--- config.mk ---
export PLATFORM = sky130hd
export DESIGN_NAME = imu_scale_and_window_stats_core
export DESIGN_NICKNAME = d
export VERILOG_FILES = /design/src/design/isws_pkg.sv /design/src/design/imu_scale_and_window_stats_core.sv /design/src/design/isws_ram.sv
export SDC_FILE = /design/constraint.sdc
export NUM_CORES = 2
export LEC_CHECK = 0
export CORE_ASPECT_RATIO = 1.2
export CORE_UTILIZATION = 35
export CTS_CLUSTER_SIZE = 12
export DETAILED_ROUTE_END_ITERATION = 10
export DONT_BUFFER_PORTS = 1
export GPL_TIMING_DRIVEN = 1
export SKIP_CTS_REPAIR_TIMING = 1
export SLEW_MARGIN = 20
export SYNTH_ARGS = -nofsm -noshare
export SYNTH_HDL_FRONTEND = slang
export SYNTH_SLANG_ARGS = --single-unit
--- constraint.sdc ---
create_clock -name aclk -period 23.4 [get_ports aclk]
set_input_delay 1.17 -clock aclk [delete_from_list [all_inputs] [get_ports aclk]]
set_output_delay 1.17 -clock aclk [all_outputs]
set_load 0.05 [all_outputs]
--- src/design/isws_pkg.sv ---
`timescale 1ns / 1ps
// Shared types and constants for the IMU scaling and window statistics core.
// No dependencies.
package isws_pkg;

    localparam int RAW_W       = 16;
    localparam int SCALE_W     = 17;
    localparam int MAG_W       = 16;
    localparam int WIDE_W      = 32;
    localparam int MUL_W       = 18;
    localparam int ROOT_REM_W  = 18;
    localparam int CNT_W       = 4;
    localparam int SQ_CYCLES   = 3;
    localparam int ROOT_CYCLES = 8;
    localparam int DIV_CYCLES  = 16;
    localparam int OLD_SQ_SLOT = 6;

    // 80336 / 65536 turns 8192 counts per g into 1/1024 m/s^2,
    // 128072 / 65536 turns 65.5 counts per deg/s into 1/128 deg/s
    localparam logic signed [MUL_W-1:0] ACCEL_MUL = 18'sd80336;
    localparam logic signed [MUL_W-1:0] RATE_MUL  = 18'sd128072;

    typedef enum logic [3:0] {
        ST_CLEAR,
        ST_IDLE,
        ST_ESQ,
        ST_ROOT1,
        ST_MAGSQ,
        ST_UPD,
        ST_DIV,
        ST_MEANSQ,
        ST_VAR,
        ST_ROOT2,
        ST_DONE
    } isws_state_t;

    typedef struct packed {
        logic [ROOT_REM_W-1:0] rem;
        logic [MAG_W-1:0]      root;
    } root_acc_t;

    // One digit of the integer square root: bring down two radicand bits,
    // try root*4+1, keep one result bit.
    function automatic root_acc_t root_step(root_acc_t acc, logic [1:0] pair);
        logic [ROOT_REM_W-1:0] rem_sh;
        logic [ROOT_REM_W-1:0] trial;
        root_acc_t             res;
        rem_sh = {acc.rem[ROOT_REM_W-3:0], pair};
        trial  = {acc.root, 2'b01};
        if (rem_sh >= trial) begin
            res.rem  = rem_sh - trial;
            res.root = {acc.root[MAG_W-2:0], 1'b1};
        end else begin
            res.rem  = rem_sh;
            res.root = {acc.root[MAG_W-2:0], 1'b0};
        end
        return res;
    endfunction

endpackage

--- src/design/imu_scale_and_window_stats_core.sv ---
`timescale 1ns / 1ps
// IMU six-axis scaling with sliding-window magnitude mean and deviation.
// Depends on isws_pkg and isws_ram.
//
//   channel | direction | handshake          | word
//   s_      | in        | s_valid / s_ready  | six raw 16-bit signed axis counts
//   m_      | out       | m_valid / m_ready  | six scaled axes, window mean and std
//
// One word is worked through before the next is accepted: three squares on the shared
// multiplier, two square roots at two result bits a cycle, and a divide by WINDOW_LEN
// at two quotient bits a cycle.
// After reset a clearing pass writes zero to all WINDOW_LEN ring entries, one per
// cycle; s_ready stays low until that pass is done.
// The result sits in an output register, so a stalled m_ready holds the next word
// only in its final state, ST_DONE, until the register frees.
module imu_scale_and_window_stats_core #(
    parameter int WINDOW_LEN = 64
) (
    input  logic                                        aclk,
    input  logic                                        aresetn,
    input  logic                                        s_valid,
    output logic                                        s_ready,
    input  logic signed [isws_pkg::RAW_W-1:0]           s_raw_accel_x,
    input  logic signed [isws_pkg::RAW_W-1:0]           s_raw_accel_y,
    input  logic signed [isws_pkg::RAW_W-1:0]           s_raw_accel_z,
    input  logic signed [isws_pkg::RAW_W-1:0]           s_raw_rate_x,
    input  logic signed [isws_pkg::RAW_W-1:0]           s_raw_rate_y,
    input  logic signed [isws_pkg::RAW_W-1:0]           s_raw_rate_z,
    output logic                                        m_valid,
    input  logic                                        m_ready,
    output logic signed [isws_pkg::SCALE_W-1:0]         m_accel_x_out,
    output logic signed [isws_pkg::SCALE_W-1:0]         m_accel_y_out,
    output logic signed [isws_pkg::SCALE_W-1:0]         m_accel_z_out,
    output logic signed [isws_pkg::SCALE_W-1:0]         m_rate_x_out,
    output logic signed [isws_pkg::SCALE_W-1:0]         m_rate_y_out,
    output logic signed [isws_pkg::SCALE_W-1:0]         m_rate_z_out,
    output logic        [isws_pkg::MAG_W-1:0]           m_window_mean,
    output logic        [isws_pkg::MAG_W-1:0]           m_window_std
);

    import isws_pkg::*;

    localparam int SLOT_W  = $clog2(WINDOW_LEN);
    localparam int SUM_W   = MAG_W + SLOT_W;
    localparam int SQSUM_W = 2 * MAG_W + SLOT_W;
    localparam int REM_W   = SLOT_W + 1;
    localparam logic [REM_W-1:0]  DIVISOR   = REM_W'(WINDOW_LEN);
    localparam logic [SLOT_W-1:0] SLOT_LAST = SLOT_W'(WINDOW_LEN - 1);

    isws_state_t state_reg, state_next;
    logic [CNT_W-1:0]   cnt_reg, cnt_next;
    logic [SLOT_W-1:0]  slot_reg, slot_next;
    logic [SUM_W-1:0]   sum_reg, sum_next;
    logic [SQSUM_W-1:0] sqsum_reg, sqsum_next;

    logic signed [RAW_W-1:0]   raw_acc_reg [3];
    logic signed [RAW_W-1:0]   raw_acc_next [3];
    logic signed [RAW_W-1:0]   raw_rate_reg [3];
    logic signed [RAW_W-1:0]   raw_rate_next [3];
    logic signed [SCALE_W-1:0] acc_sc_reg [3];
    logic signed [SCALE_W-1:0] acc_sc_next [3];
    logic signed [SCALE_W-1:0] rate_sc_reg [3];
    logic signed [SCALE_W-1:0] rate_sc_next [3];

    logic [WIDE_W-1:0] energy_reg, energy_next;
    logic [WIDE_W-1:0] old_sq_reg, old_sq_next;
    logic [WIDE_W-1:0] mag_sq_reg, mag_sq_next;
    logic [WIDE_W-1:0] mean_sq_reg, mean_sq_next;
    logic [WIDE_W-1:0] variance;

    logic [WIDE_W-1:0] rt_x_reg, rt_x_next;
    root_acc_t         rt_reg, rt_next, rt_mid, rt_step;

    logic [REM_W-1:0]  dvs_rem_reg, dvs_rem_next, dvs_rem_step;
    logic [WIDE_W-1:0] dvs_q_reg, dvs_q_next, dvs_q_step;
    logic [REM_W-1:0]  dvq_rem_reg, dvq_rem_next, dvq_rem_step;
    logic [WIDE_W-1:0] dvq_q_reg, dvq_q_next, dvq_q_step;
    logic [REM_W-1:0]  rem_sh;

    logic signed [SCALE_W-1:0] m_acc_reg [3];
    logic signed [SCALE_W-1:0] m_acc_next [3];
    logic signed [SCALE_W-1:0] m_rate_reg [3];
    logic signed [SCALE_W-1:0] m_rate_next [3];
    logic [MAG_W-1:0] m_mean_reg, m_mean_next;
    logic [MAG_W-1:0] m_std_reg, m_std_next;
    logic             m_valid_reg, m_valid_next;

    logic signed [MUL_W-1:0]   mul_a, mul_b;
    logic signed [2*MUL_W-1:0] mul_p;

    logic              ram_we;
    logic [SLOT_W-1:0] ram_waddr;
    logic [MAG_W-1:0]  ram_wdata;
    logic              ram_re;
    logic [MAG_W-1:0]  ram_rdata;
    logic              s_accept;

    isws_ram #(
        .WIDTH(MAG_W),
        .DEPTH(WINDOW_LEN)
    ) u_ring (
        .aclk  (aclk),
        .we    (ram_we),
        .waddr (ram_waddr),
        .wdata (ram_wdata),
        .re    (ram_re),
        .raddr (slot_reg),
        .rdata (ram_rdata)
    );

    assign s_ready  = (state_reg == ST_IDLE);
    assign s_accept = s_valid && s_ready;
    assign ram_re   = s_accept;

    // shared multiplier: axis squares, axis scaling, ring-entry, magnitude and mean squares
    always_comb begin
        mul_a = '0;
        mul_b = '0;
        case (state_reg)
            ST_ESQ: begin
                case (cnt_reg)
                    CNT_W'(0): mul_a = MUL_W'(raw_acc_reg[0]);
                    CNT_W'(1): mul_a = MUL_W'(raw_acc_reg[1]);
                    default:   mul_a = MUL_W'(raw_acc_reg[2]);
                endcase
                mul_b = mul_a;
            end
            ST_ROOT1: begin
                case (cnt_reg)
                    CNT_W'(0): begin mul_a = MUL_W'(raw_acc_reg[0]);  mul_b = ACCEL_MUL; end
                    CNT_W'(1): begin mul_a = MUL_W'(raw_acc_reg[1]);  mul_b = ACCEL_MUL; end
                    CNT_W'(2): begin mul_a = MUL_W'(raw_acc_reg[2]);  mul_b = ACCEL_MUL; end
                    CNT_W'(3): begin mul_a = MUL_W'(raw_rate_reg[0]); mul_b = RATE_MUL;  end
                    CNT_W'(4): begin mul_a = MUL_W'(raw_rate_reg[1]); mul_b = RATE_MUL;  end
                    CNT_W'(5): begin mul_a = MUL_W'(raw_rate_reg[2]); mul_b = RATE_MUL;  end
                    default: begin
                        mul_a = signed'({2'b00, ram_rdata});
                        mul_b = mul_a;
                    end
                endcase
            end
            ST_MAGSQ: begin
                mul_a = signed'({2'b00, rt_reg.root});
                mul_b = mul_a;
            end
            ST_MEANSQ: begin
                mul_a = signed'({2'b00, dvs_q_reg[MAG_W-1:0]});
                mul_b = mul_a;
            end
            default: begin
                mul_a = '0;
                mul_b = '0;
            end
        endcase
    end

    assign mul_p = mul_a * mul_b;

    // two root digits per cycle
    always_comb begin
        rt_mid  = root_step(rt_reg, rt_x_reg[WIDE_W-1 -: 2]);
        rt_step = root_step(rt_mid, rt_x_reg[WIDE_W-3 -: 2]);
    end

    // two restoring-divide steps per cycle on each of the two dividers
    always_comb begin
        dvs_rem_step = dvs_rem_reg;
        dvs_q_step   = dvs_q_reg;
        dvq_rem_step = dvq_rem_reg;
        dvq_q_step   = dvq_q_reg;
        rem_sh       = '0;
        for (int i = 0; i < 2; i++) begin
            rem_sh     = {dvs_rem_step[REM_W-2:0], dvs_q_step[WIDE_W-1]};
            dvs_q_step = {dvs_q_step[WIDE_W-2:0], 1'b0};
            if (rem_sh >= DIVISOR) begin
                dvs_rem_step  = rem_sh - DIVISOR;
                dvs_q_step[0] = 1'b1;
            end else begin
                dvs_rem_step = rem_sh;
            end
            rem_sh     = {dvq_rem_step[REM_W-2:0], dvq_q_step[WIDE_W-1]};
            dvq_q_step = {dvq_q_step[WIDE_W-2:0], 1'b0};
            if (rem_sh >= DIVISOR) begin
                dvq_rem_step  = rem_sh - DIVISOR;
                dvq_q_step[0] = 1'b1;
            end else begin
                dvq_rem_step = rem_sh;
            end
        end
    end

    assign variance = (dvq_q_reg > mean_sq_reg) ? (dvq_q_reg - mean_sq_reg) : '0;

    always_comb begin
        state_next    = state_reg;
        cnt_next      = cnt_reg;
        slot_next     = slot_reg;
        sum_next      = sum_reg;
        sqsum_next    = sqsum_reg;
        raw_acc_next  = raw_acc_reg;
        raw_rate_next = raw_rate_reg;
        acc_sc_next   = acc_sc_reg;
        rate_sc_next  = rate_sc_reg;
        energy_next   = energy_reg;
        old_sq_next   = old_sq_reg;
        mag_sq_next   = mag_sq_reg;
        mean_sq_next  = mean_sq_reg;
        rt_x_next     = rt_x_reg;
        rt_next       = rt_reg;
        dvs_rem_next  = dvs_rem_reg;
        dvs_q_next    = dvs_q_reg;
        dvq_rem_next  = dvq_rem_reg;
        dvq_q_next    = dvq_q_reg;
        m_acc_next    = m_acc_reg;
        m_rate_next   = m_rate_reg;
        m_mean_next   = m_mean_reg;
        m_std_next    = m_std_reg;
        m_valid_next  = m_valid_reg && !m_ready;
        ram_we        = 1'b0;
        ram_waddr     = slot_reg;
        ram_wdata     = '0;

        case (state_reg)
            ST_CLEAR: begin
                ram_we = 1'b1;
                if (slot_reg == SLOT_LAST) begin
                    slot_next  = '0;
                    state_next = ST_IDLE;
                end else begin
                    slot_next = slot_reg + 1'b1;
                end
            end
            ST_IDLE: begin
                if (s_accept) begin
                    raw_acc_next[0]  = s_raw_accel_x;
                    raw_acc_next[1]  = s_raw_accel_y;
                    raw_acc_next[2]  = s_raw_accel_z;
                    raw_rate_next[0] = s_raw_rate_x;
                    raw_rate_next[1] = s_raw_rate_y;
                    raw_rate_next[2] = s_raw_rate_z;
                    cnt_next         = '0;
                    state_next       = ST_ESQ;
                end
            end
            ST_ESQ: begin
                energy_next = ((cnt_reg == '0) ? '0 : energy_reg) + mul_p[WIDE_W-1:0];
                cnt_next    = cnt_reg + 1'b1;
                if (cnt_reg == CNT_W'(SQ_CYCLES - 1)) begin
                    rt_x_next  = energy_next;
                    rt_next    = '0;
                    cnt_next   = '0;
                    state_next = ST_ROOT1;
                end
            end
            ST_ROOT1: begin
                rt_next   = rt_step;
                rt_x_next = {rt_x_reg[WIDE_W-5:0], 4'b0000};
                case (cnt_reg)
                    CNT_W'(0): acc_sc_next[0]  = mul_p[WIDE_W:16];
                    CNT_W'(1): acc_sc_next[1]  = mul_p[WIDE_W:16];
                    CNT_W'(2): acc_sc_next[2]  = mul_p[WIDE_W:16];
                    CNT_W'(3): rate_sc_next[0] = mul_p[WIDE_W:16];
                    CNT_W'(4): rate_sc_next[1] = mul_p[WIDE_W:16];
                    CNT_W'(5): rate_sc_next[2] = mul_p[WIDE_W:16];
                    CNT_W'(OLD_SQ_SLOT): old_sq_next = mul_p[WIDE_W-1:0];
                    default: ;
                endcase
                cnt_next = cnt_reg + 1'b1;
                if (cnt_reg == CNT_W'(ROOT_CYCLES - 1)) begin
                    cnt_next   = '0;
                    state_next = ST_MAGSQ;
                end
            end
            ST_MAGSQ: begin
                mag_sq_next = mul_p[WIDE_W-1:0];
                state_next  = ST_UPD;
            end
            ST_UPD: begin
                // drop the oldest entry, add the new magnitude
                sum_next   = sum_reg - SUM_W'(ram_rdata) + SUM_W'(rt_reg.root);
                sqsum_next = sqsum_reg - SQSUM_W'(old_sq_reg) + SQSUM_W'(mag_sq_reg);
                ram_we     = 1'b1;
                ram_wdata  = rt_reg.root;
                slot_next  = (slot_reg == SLOT_LAST) ? '0 : slot_reg + 1'b1;
                dvs_rem_next = '0;
                dvs_q_next   = WIDE_W'(sum_next);
                dvq_rem_next = REM_W'(sqsum_next[SQSUM_W-1:WIDE_W]);
                dvq_q_next   = sqsum_next[WIDE_W-1:0];
                cnt_next     = '0;
                state_next   = ST_DIV;
            end
            ST_DIV: begin
                dvs_rem_next = dvs_rem_step;
                dvs_q_next   = dvs_q_step;
                dvq_rem_next = dvq_rem_step;
                dvq_q_next   = dvq_q_step;
                cnt_next     = cnt_reg + 1'b1;
                if (cnt_reg == CNT_W'(DIV_CYCLES - 1)) begin
                    cnt_next   = '0;
                    state_next = ST_MEANSQ;
                end
            end
            ST_MEANSQ: begin
                mean_sq_next = mul_p[WIDE_W-1:0];
                state_next   = ST_VAR;
            end
            ST_VAR: begin
                rt_x_next  = variance;
                rt_next    = '0;
                cnt_next   = '0;
                state_next = ST_ROOT2;
            end
            ST_ROOT2: begin
                rt_next   = rt_step;
                rt_x_next = {rt_x_reg[WIDE_W-5:0], 4'b0000};
                cnt_next  = cnt_reg + 1'b1;
                if (cnt_reg == CNT_W'(ROOT_CYCLES - 1)) begin
                    cnt_next   = '0;
                    state_next = ST_DONE;
                end
            end
            ST_DONE: begin
                // hold until the output register is free
                if (!m_valid_reg || m_ready) begin
                    m_acc_next   = acc_sc_reg;
                    m_rate_next  = rate_sc_reg;
                    m_mean_next  = dvs_q_reg[MAG_W-1:0];
                    m_std_next   = rt_reg.root;
                    m_valid_next = 1'b1;
                    state_next   = ST_IDLE;
                end
            end
            default: begin
                state_next = ST_IDLE;
            end
        endcase
    end

    always_ff @(posedge aclk) begin
        if (!aresetn) begin
            state_reg   <= ST_CLEAR;
            cnt_reg     <= '0;
            slot_reg    <= '0;
            sum_reg     <= '0;
            sqsum_reg   <= '0;
            m_valid_reg <= 1'b0;
        end else begin
            state_reg   <= state_next;
            cnt_reg     <= cnt_next;
            slot_reg    <= slot_next;
            sum_reg     <= sum_next;
            sqsum_reg   <= sqsum_next;
            m_valid_reg <= m_valid_next;
        end
    end

    always_ff @(posedge aclk) begin
        raw_acc_reg  <= raw_acc_next;
        raw_rate_reg <= raw_rate_next;
        acc_sc_reg   <= acc_sc_next;
        rate_sc_reg  <= rate_sc_next;
        energy_reg   <= energy_next;
        old_sq_reg   <= old_sq_next;
        mag_sq_reg   <= mag_sq_next;
        mean_sq_reg  <= mean_sq_next;
        rt_x_reg     <= rt_x_next;
        rt_reg       <= rt_next;
        dvs_rem_reg  <= dvs_rem_next;
        dvs_q_reg    <= dvs_q_next;
        dvq_rem_reg  <= dvq_rem_next;
        dvq_q_reg    <= dvq_q_next;
        m_acc_reg    <= m_acc_next;
        m_rate_reg   <= m_rate_next;
        m_mean_reg   <= m_mean_next;
        m_std_reg    <= m_std_next;
    end

    assign m_valid       = m_valid_reg;
    assign m_accel_x_out = m_acc_reg[0];
    assign m_accel_y_out = m_acc_reg[1];
    assign m_accel_z_out = m_acc_reg[2];
    assign m_rate_x_out  = m_rate_reg[0];
    assign m_rate_y_out  = m_rate_reg[1];
    assign m_rate_z_out  = m_rate_reg[2];
    assign m_window_mean = m_mean_reg;
    assign m_window_std  = m_std_reg;

endmodule

--- src/design/isws_ram.sv ---
`timescale 1ns / 1ps
// Generic single-port-write, single-port-read RAM with registered read data.
// No dependencies.
module isws_ram #(
    parameter int WIDTH = 16,
    parameter int DEPTH = 64,
    localparam int ADDR_W = (DEPTH > 1) ? $clog2(DEPTH) : 1
) (
    input  logic              aclk,
    input  logic              we,
    input  logic [ADDR_W-1:0] waddr,
    input  logic [WIDTH-1:0]  wdata,
    input  logic              re,
    input  logic [ADDR_W-1:0] raddr,
    output logic [WIDTH-1:0]  rdata
);

    logic [WIDTH-1:0] mem_reg [DEPTH];
    logic [WIDTH-1:0] rdata_reg;

    always_ff @(posedge aclk) begin
        if (we) begin
            mem_reg[waddr] <= wdata;
        end
        // hold read data until the next read
        if (re) begin
            rdata_reg <= mem_reg[raddr];
        end
    end

    assign rdata = rdata_reg;

endmodule

# After elaboration in Yosys (flattened, before gate mapping)
# Memory sizes are Yosys's and may differ from the RTL's. A register that Yosys moved wholly into a read port is not among the register bits.
# Index checks and enable logic that the tools add are counted.
# totals
reg_bits	675
memories	1
wordCells	158
ramBits	1024
in_bits	100
# classes
magnitude_cmp	7
multipliers	1
eq_ne	26
muxes	45
add_sub_neg	14
reduce_logical	27
# memory_table
memory	depth	word_bits	rd	rd_clocked_by_memory_dff	write_ports	line_no	text
u_ring.mem_reg	64	16	1	1	1	isws_ram.sv:18	logic [WIDTH-1:0] mem_reg [DEPTH];
# ops
operator	count
$mux W32	6
$pmux W32 S3	2
$pmux W18 S4	2
$pmux W32 S2	2
$pmux W18 S6	1
$mux W4	11
$pmux W4 S11	1
$add A38 B32 Y38	1
$sub A38 B32 Y38	1
$ge A18 B18 Y1	2
$pmux W18 S2	1
$pmux W17 S2	1
$mul A18 B18 Y33	1
$add A32 B32 Y32	1
$eq A4 B3 Y1 const B	8
$gt A32 B32 Y1	1
$sub A16 B16 Y16	2
$sub A32 B32 Y32	1
$mux W6	5
$ge A7 B7 Y1 const B	4
$pmux W6 S2	2
$sub A6 B1 Y6 const B	4
$add A22 B16 Y22	1
$reduce_and A2 Y1	11
22 further kinds	48

# Longest topological paths before layout
# logic_depth
word_depth	8
depth_mapped	47
ltp_nobuf	45

# Modules after synthesis
# From an unflattened synthesis, not the netlist that was laid out.
# unflattened
hier_cells	5937
hier_area_um2	84287.1
# by_module_without_submodules
mod	area_per_inst_um2	cells_per_inst	seq_area_each_um2	n_inst
imu_scale_and_window_stats_core	44084.8	4108	19518.7	1
isws_ram	40202.3	1829	31230.0	1

# Least setup slack after synthesis
# OpenSTA, ideal clock, no wires.
# synth_timing
path_kind	register -> register
start	register state_reg[3]
end	register rt_x_reg[30] (data pin)
arrival_time_ns	10.678
synth_period_minus_slack_ns	10.939
setup_ns	0.261
stages_incl_launch_ff	42
setup_slack_ns	12.461
cell_sequence	dfxtp_1 -> clkbuf_1 -> nand2b_1 -> clkbuf_1 -> nor3_1 -> clkbuf_1 -> a22oi_1 -> o211ai_1 -> inv_1 -> nand2_1 -> clkbuf_1 -> nand2_1 -> fa_1 -> fa_1 -> fa_1 -> fa_1 -> inv_1 -> fa_1 -> (+6 left out) -> a2111o_1 -> and2_1 -> a21o_1 -> a21o_1 -> a21o_1 -> a21oi_1 -> xnor2_1 -> ha_1 -> a21o_1 -> a21o_1 -> a21o_1 -> a41oi_1 -> inv_1 -> o311ai_0 -> o21bai_1 -> a311oi_1 -> xnor2_1 -> a221o_1
# synth_via
elab_chain_len	6
elab_cells_between_ends	13
# synth_rtl
item	line_no	text
start, declared	imu_scale_and_window_stats_core.sv:50	isws_state_t state_reg, state_next;
start signal, assigned	imu_scale_and_window_stats_core.sv:348	state_reg <= state_next;
$eq A4 B3 Y1 or $eq A4 B2 Y1 (tied branches)	imu_scale_and_window_stats_core.sv:119	case (state_reg)
$pmux W18 S4	imu_scale_and_window_stats_core.sv:119	
$mul A18 B18 Y33 *	imu_scale_and_window_stats_core.sv:157	assign mul_p = mul_a * mul_b;
via mul_p[21]	imu_scale_and_window_stats_core.sv:89	logic signed [2*MUL_W-1:0] mul_p;
$add A32 B32 Y32 *	imu_scale_and_window_stats_core.sv:246	energy_next = ((cnt_reg == '0) ? '0 : energy_reg) + mul_p[WIDE_W-1:0];
$mux W32 *	imu_scale_and_window_stats_core.sv:248	if (cnt_reg == CNT_W'(SQ_CYCLES - 1)) begin
$pmux W32 S3 *	imu_scale_and_window_stats_core.sv:223	case (state_reg)
via rt_x_next[30]	imu_scale_and_window_stats_core.sv:71	logic [WIDE_W-1:0] rt_x_reg, rt_x_next;
end signal, assigned	imu_scale_and_window_stats_core.sv:366	rt_x_reg <= rt_x_next;
end, declared	imu_scale_and_window_stats_core.sv:71	
# Mark *: on every way through the listed nets, which the timed path passes. The rest lies on a longest branch. The select of a mux whose other input is x is not followed.
# A chain may end at the register's enable or synchronous reset.

# Worst setup path after layout
# Ends and elaborated chain as after synthesis.

==> out/results.md <==
| Stage | Quantity | Reported |
| --- | --- | --- |
| status | Result of the run | finished, final reports clean |
| timing | Minimum clock period after layout | 12.29 ns |
| cts | CTS Buffer Depth | 4 |
| cts | Number of sinks on the clock net | 1715 |
| final layout | Area of the multi-input gates | 0.02765 mm2 |
| pwr | Cell Int Power | 0.005284 W |
| cts | Clock Pin Slew Worst Setup and Hold Paths | 0.06 ns |
| yosys | Cells after Synth | 6101 |
| critical path | Buf/Inv on CP | 9 |
| yosys | Area of the mapped netlist | 0.08162 mm2 |
| run | Maximum Capacitance Violations | 0 |
| critical path | Worst-path maximum fanout | 18 |
| drt | ANT nets after route | 0 |
| pwr | Proportion of power drawn by the clock network | 38.1% |
| floorplanning | Standard-cell row count | 193 |
| critical path | Crit Path Category | reg2reg |
| grt | Overall global routing resource usage | 20.78% |
| yosys | Yosys top cell by area | sky130_fd_sc_hd__edfxtp_1 |
| drt | Drt first-iter violations | 5076 |
| placed design | Area post-placement | 0.08598 mm2 |
| final layout | Final standard cell utilization of the core | 39.55% |
| yosys | Number of enable-type register cells in the synthesized netlist | 1640 |
| floorplanning | Boundary pin count | 236 |
| cts | Total clock buffers created by CTS | 183 |
| final layout | Post-layout net count | 6885 |
| grt | Global-route wire length before repair | 357300 um |
| yosys | Portion of the post-synthesis area used by sequential elements | 62.18% |
| pwr | Sum of internal, switching and leakage power | 0.007133 W |
| pwr | IR drop worst, VDD | 0.1215 mV |
| timing | Final count of hold timing violations | 0 |
| critical path | WP data required | 23.96 ns |
| placed design | Cells after DPL | 9021 |
| drt | Remaining DRCs | 0 |
| floorplanning | Core Region | 0.2311 mm2 |
| yosys | Async S/R FF share, synth | 0% |
| cts | H-tree lvl count | 4 |
| critical path | CP max-delay cell | sky130_fd_sc_hd__a21oi_1 |
| min path | Type of the tightest min-delay check | reg2reg |
| timing | Final worst path period share | 52.54% |
| yosys | Mean post-synth cell area | 13.38 um2 |
| final layout | Finished Layout Cells | 9316 |
| critical path | Arrival time of the worst setup path | 12.85 ns |
| cts | Clock tree from TritonCTS | done |
| timing | Maximum achievable frequency | 81.34 MHz |
| drt | Drt pass-1 iters | 6 |
| final layout | Max reg flops | 1024 |
| critical path | Critical path launch point | state_reg[3] |
| floorplanning | Starting density of the core | 35.32% |
| floorplanning | Horiz. Die Dim | 442.8 um |
| yosys | Top area cells in the synthesized netlist | sky130_fd_sc_hd__edfxtp_1, sky130_fd_sc_hd__fa_1, sky130_fd_sc_hd__ha_1 |
| yosys | Most frequently used flop master after synthesis | sky130_fd_sc_hd__edfxtp_1 |
| drt | Count of vias placed by the detailed router | 51170 |
| pwr | Switching power summed over all nets | 0.001849 W |
| final layout | Ratio of cells with drive above 1 in the final layout | 7.558% |
| yosys | Post-synthesis sequential element count | 1715 |
| placed design | Count of buffers from port buffering | 0 |
| timing | Number of failing setup endpoints in the final timing report | 0 |
| critical path | Type of element launching the critical path | flop |
| placed design | Placer congestion estimate | 0.9446 |
| final layout | Post-route cell area | 0.09141 mm2 |
| pwr | Combinational fraction of design power | 13.4% |
| pwr | Sequential share of power | 48.5% |
| pwr | Net switching share of the total power | 25.92% |
| timing | Sum of negative setup slack | 0 ns |
| floorplanning | Vertical die dimension | 531.0 um |
| critical path | Launching point of the worst reg2reg path | state_reg[3] |
| final layout | Synthesis-to-layout area growth | 11.99% |
| critical path | Largest stage delay on the critical path | 1.01 ns |
| final layout | Fill cell count | 21360 |
| final layout | Sequential cell area in the final layout | 0.05075 mm2 |
| pwr | Pwr per Cell Area | 78.04 mW/mm2 |
| timing | Final-report max-slew violation count | 0 |
| pwr | Static Leak | 31.48 nW |
| floorplanning | Overall die area | 0.2351 mm2 |
| grt | Pin count of the biggest net entering global routing | 106 |
| yosys | Syn Nets | 6802 |
| critical path | Endpoint class of the critical path | flop |
| drt | Post-DR wirelength/cell | 26.87 um |
| yosys | Share of the synthesized area in the top cell type | 60.34% |
| critical path | Worst path top cell family by delay | compound AO/OA/AOI/OAI gates |
| min path | Start point of the worst min-delay path | acc_sc_reg[4] |
| grt | Initial antenna violation count | 20 |
| yosys | YS warnings | 0 |
| drt | Total detailed-routing wirelength | 250400 um |
| yosys | Distinct cells, synth | 82 |
| timing | Clock skew | 0.1085 ns |
| timing | Relative slew slack | 20.20% |
| cts | Cell chosen for the clock root | sky130_fd_sc_hd__clkbuf_16 |
| timing | RSZ-0062 raised after global routing | false |
| timing | Slew at the pin closest to its max-slew limit | 1.197 ns |
| drt | Number of vias per cell after detailed routing | 5.493 |
| placed design | DP HPWL | 168900 um |
| cts | Clock insertion delay at the later pin of the skew report | 0.89 ns |
| grt | Via count of the first global-routing pass | 50670 |
| grt | Remaining global-route overflow | 0 |
==> worst paths after layout <==
| path | depth (start not counted) | slack, ns | to |
|---|---|---|---|
| worst max register to register | 42 | 11.11 | rt_x_reg[30] |
| worst min-delay path | 0 | 0.41 | m_accel_z_out[4] |
| worst min register to register | 0 | 0.41 | m_accel_z_out[4] |
| worst max-delay path | 42 | 11.11 | rt_x_reg[30] |
==> layout make-up <==
class | instances | area share, %
Clock inverter | 49 | 0.5776
Inverter | 665 | 2.731
Multi-Input combinational cell | 3449 | 30.25
Timing Repair Buffer | 170 | 1.451
Antenna cell | 9 | 0.02464
Clock buffer | 237 | 5.310
Tap cell | 3022 | 4.137
Sequential cell | 1715 | 55.52
==> logic make-up after synthesis <==
| kind of cell | count (synthesis) | synth area share (%) |
|---|---|---|
| xor gates and xnor gates | 180 | 1.948 |
| DFF | 1715 | 62.18 |
| and+or+nand+nor | 1233 | 6.848 |
| AOI/OAI and AO/OA | 1420 | 12.10 |
| muxes | 15 | 0.1870 |
| adders and majority gates | 601 | 12.42 |
| buffers and inverters | 937 | 4.320 |
==> placed cells by master (no fill, tap or decap), types with 117 or more instances in the layout <==
cell | netlist | final
sky130_fd_sc_hd__edfxtp_1 | 1640 | 1640
sky130_fd_sc_hd__clkbuf_16 | 0 | 184
sky130_fd_sc_hd__nor2_1 | 446 | 420
sky130_fd_sc_hd__ha_1 | 252 | 252
sky130_fd_sc_hd__inv_1 | 662 | 662
sky130_fd_sc_hd__nand2_1 | 382 | 381
sky130_fd_sc_hd__a31oi_1 | 117 | 117
sky130_fd_sc_hd__o21ai_0 | 164 | 162
sky130_fd_sc_hd__a22oi_1 | 373 | 373
sky130_fd_sc_hd__fa_1 | 349 | 349
sky130_fd_sc_hd__buf_4 | 0 | 166
sky130_fd_sc_hd__a21oi_1 | 268 | 267
==> cells in the mapped netlist (all sizes together) (31+ instances only) <==
cell	instances
nor2	446
fa	349
a21oi	268
o21ai	167
inv	663
xor2	76
dfxtp	75
buf	39
nand4	49
and3	58
nand2	382
a21o	93
xnor2	103
a221oi	102
ha	252
o21a	31
nor3	40
a31oi	117
and2	66
a22oi	373
a22o	106
nand3	58
clkbuf	233
edfxtp	1640
==> per-stage QoR <==
stage | setup slack, ns | hold slack [ns]
after floorplan | 12.46 | 0.4003
after global placement | 10.75 | 0.4016
after detailed placement | 11.02 | 0.4045
after CTS | 11.00 | 0.3752
after global routing | 10.52 | 0.3940
final | 11.11 | 0.4103
==> power groups by stage <==
stage	combinational [W]	sequential, W	clock, W
floorplan	0.000596	0.00350	0
global placement	0.000945	0.00352	0
detailed placement	0.000952	0.00352	0
CTS	0.000955	0.00346	0.00276
global route	0.00102	0.00346	0.00287
finish	0.000956	0.00346	0.00272
==> routing by layer <==
metal	global-route usage, %	vias up	share of wire, %
met5	0	-	0.032
met3	3.264	496	7.2
li1	-	22530	-
met4	10.91	12	5.8
met1	25.69	25880	39
met2	35.09	2259	48
Note: power is estimated with default switching activity, not from simulation.
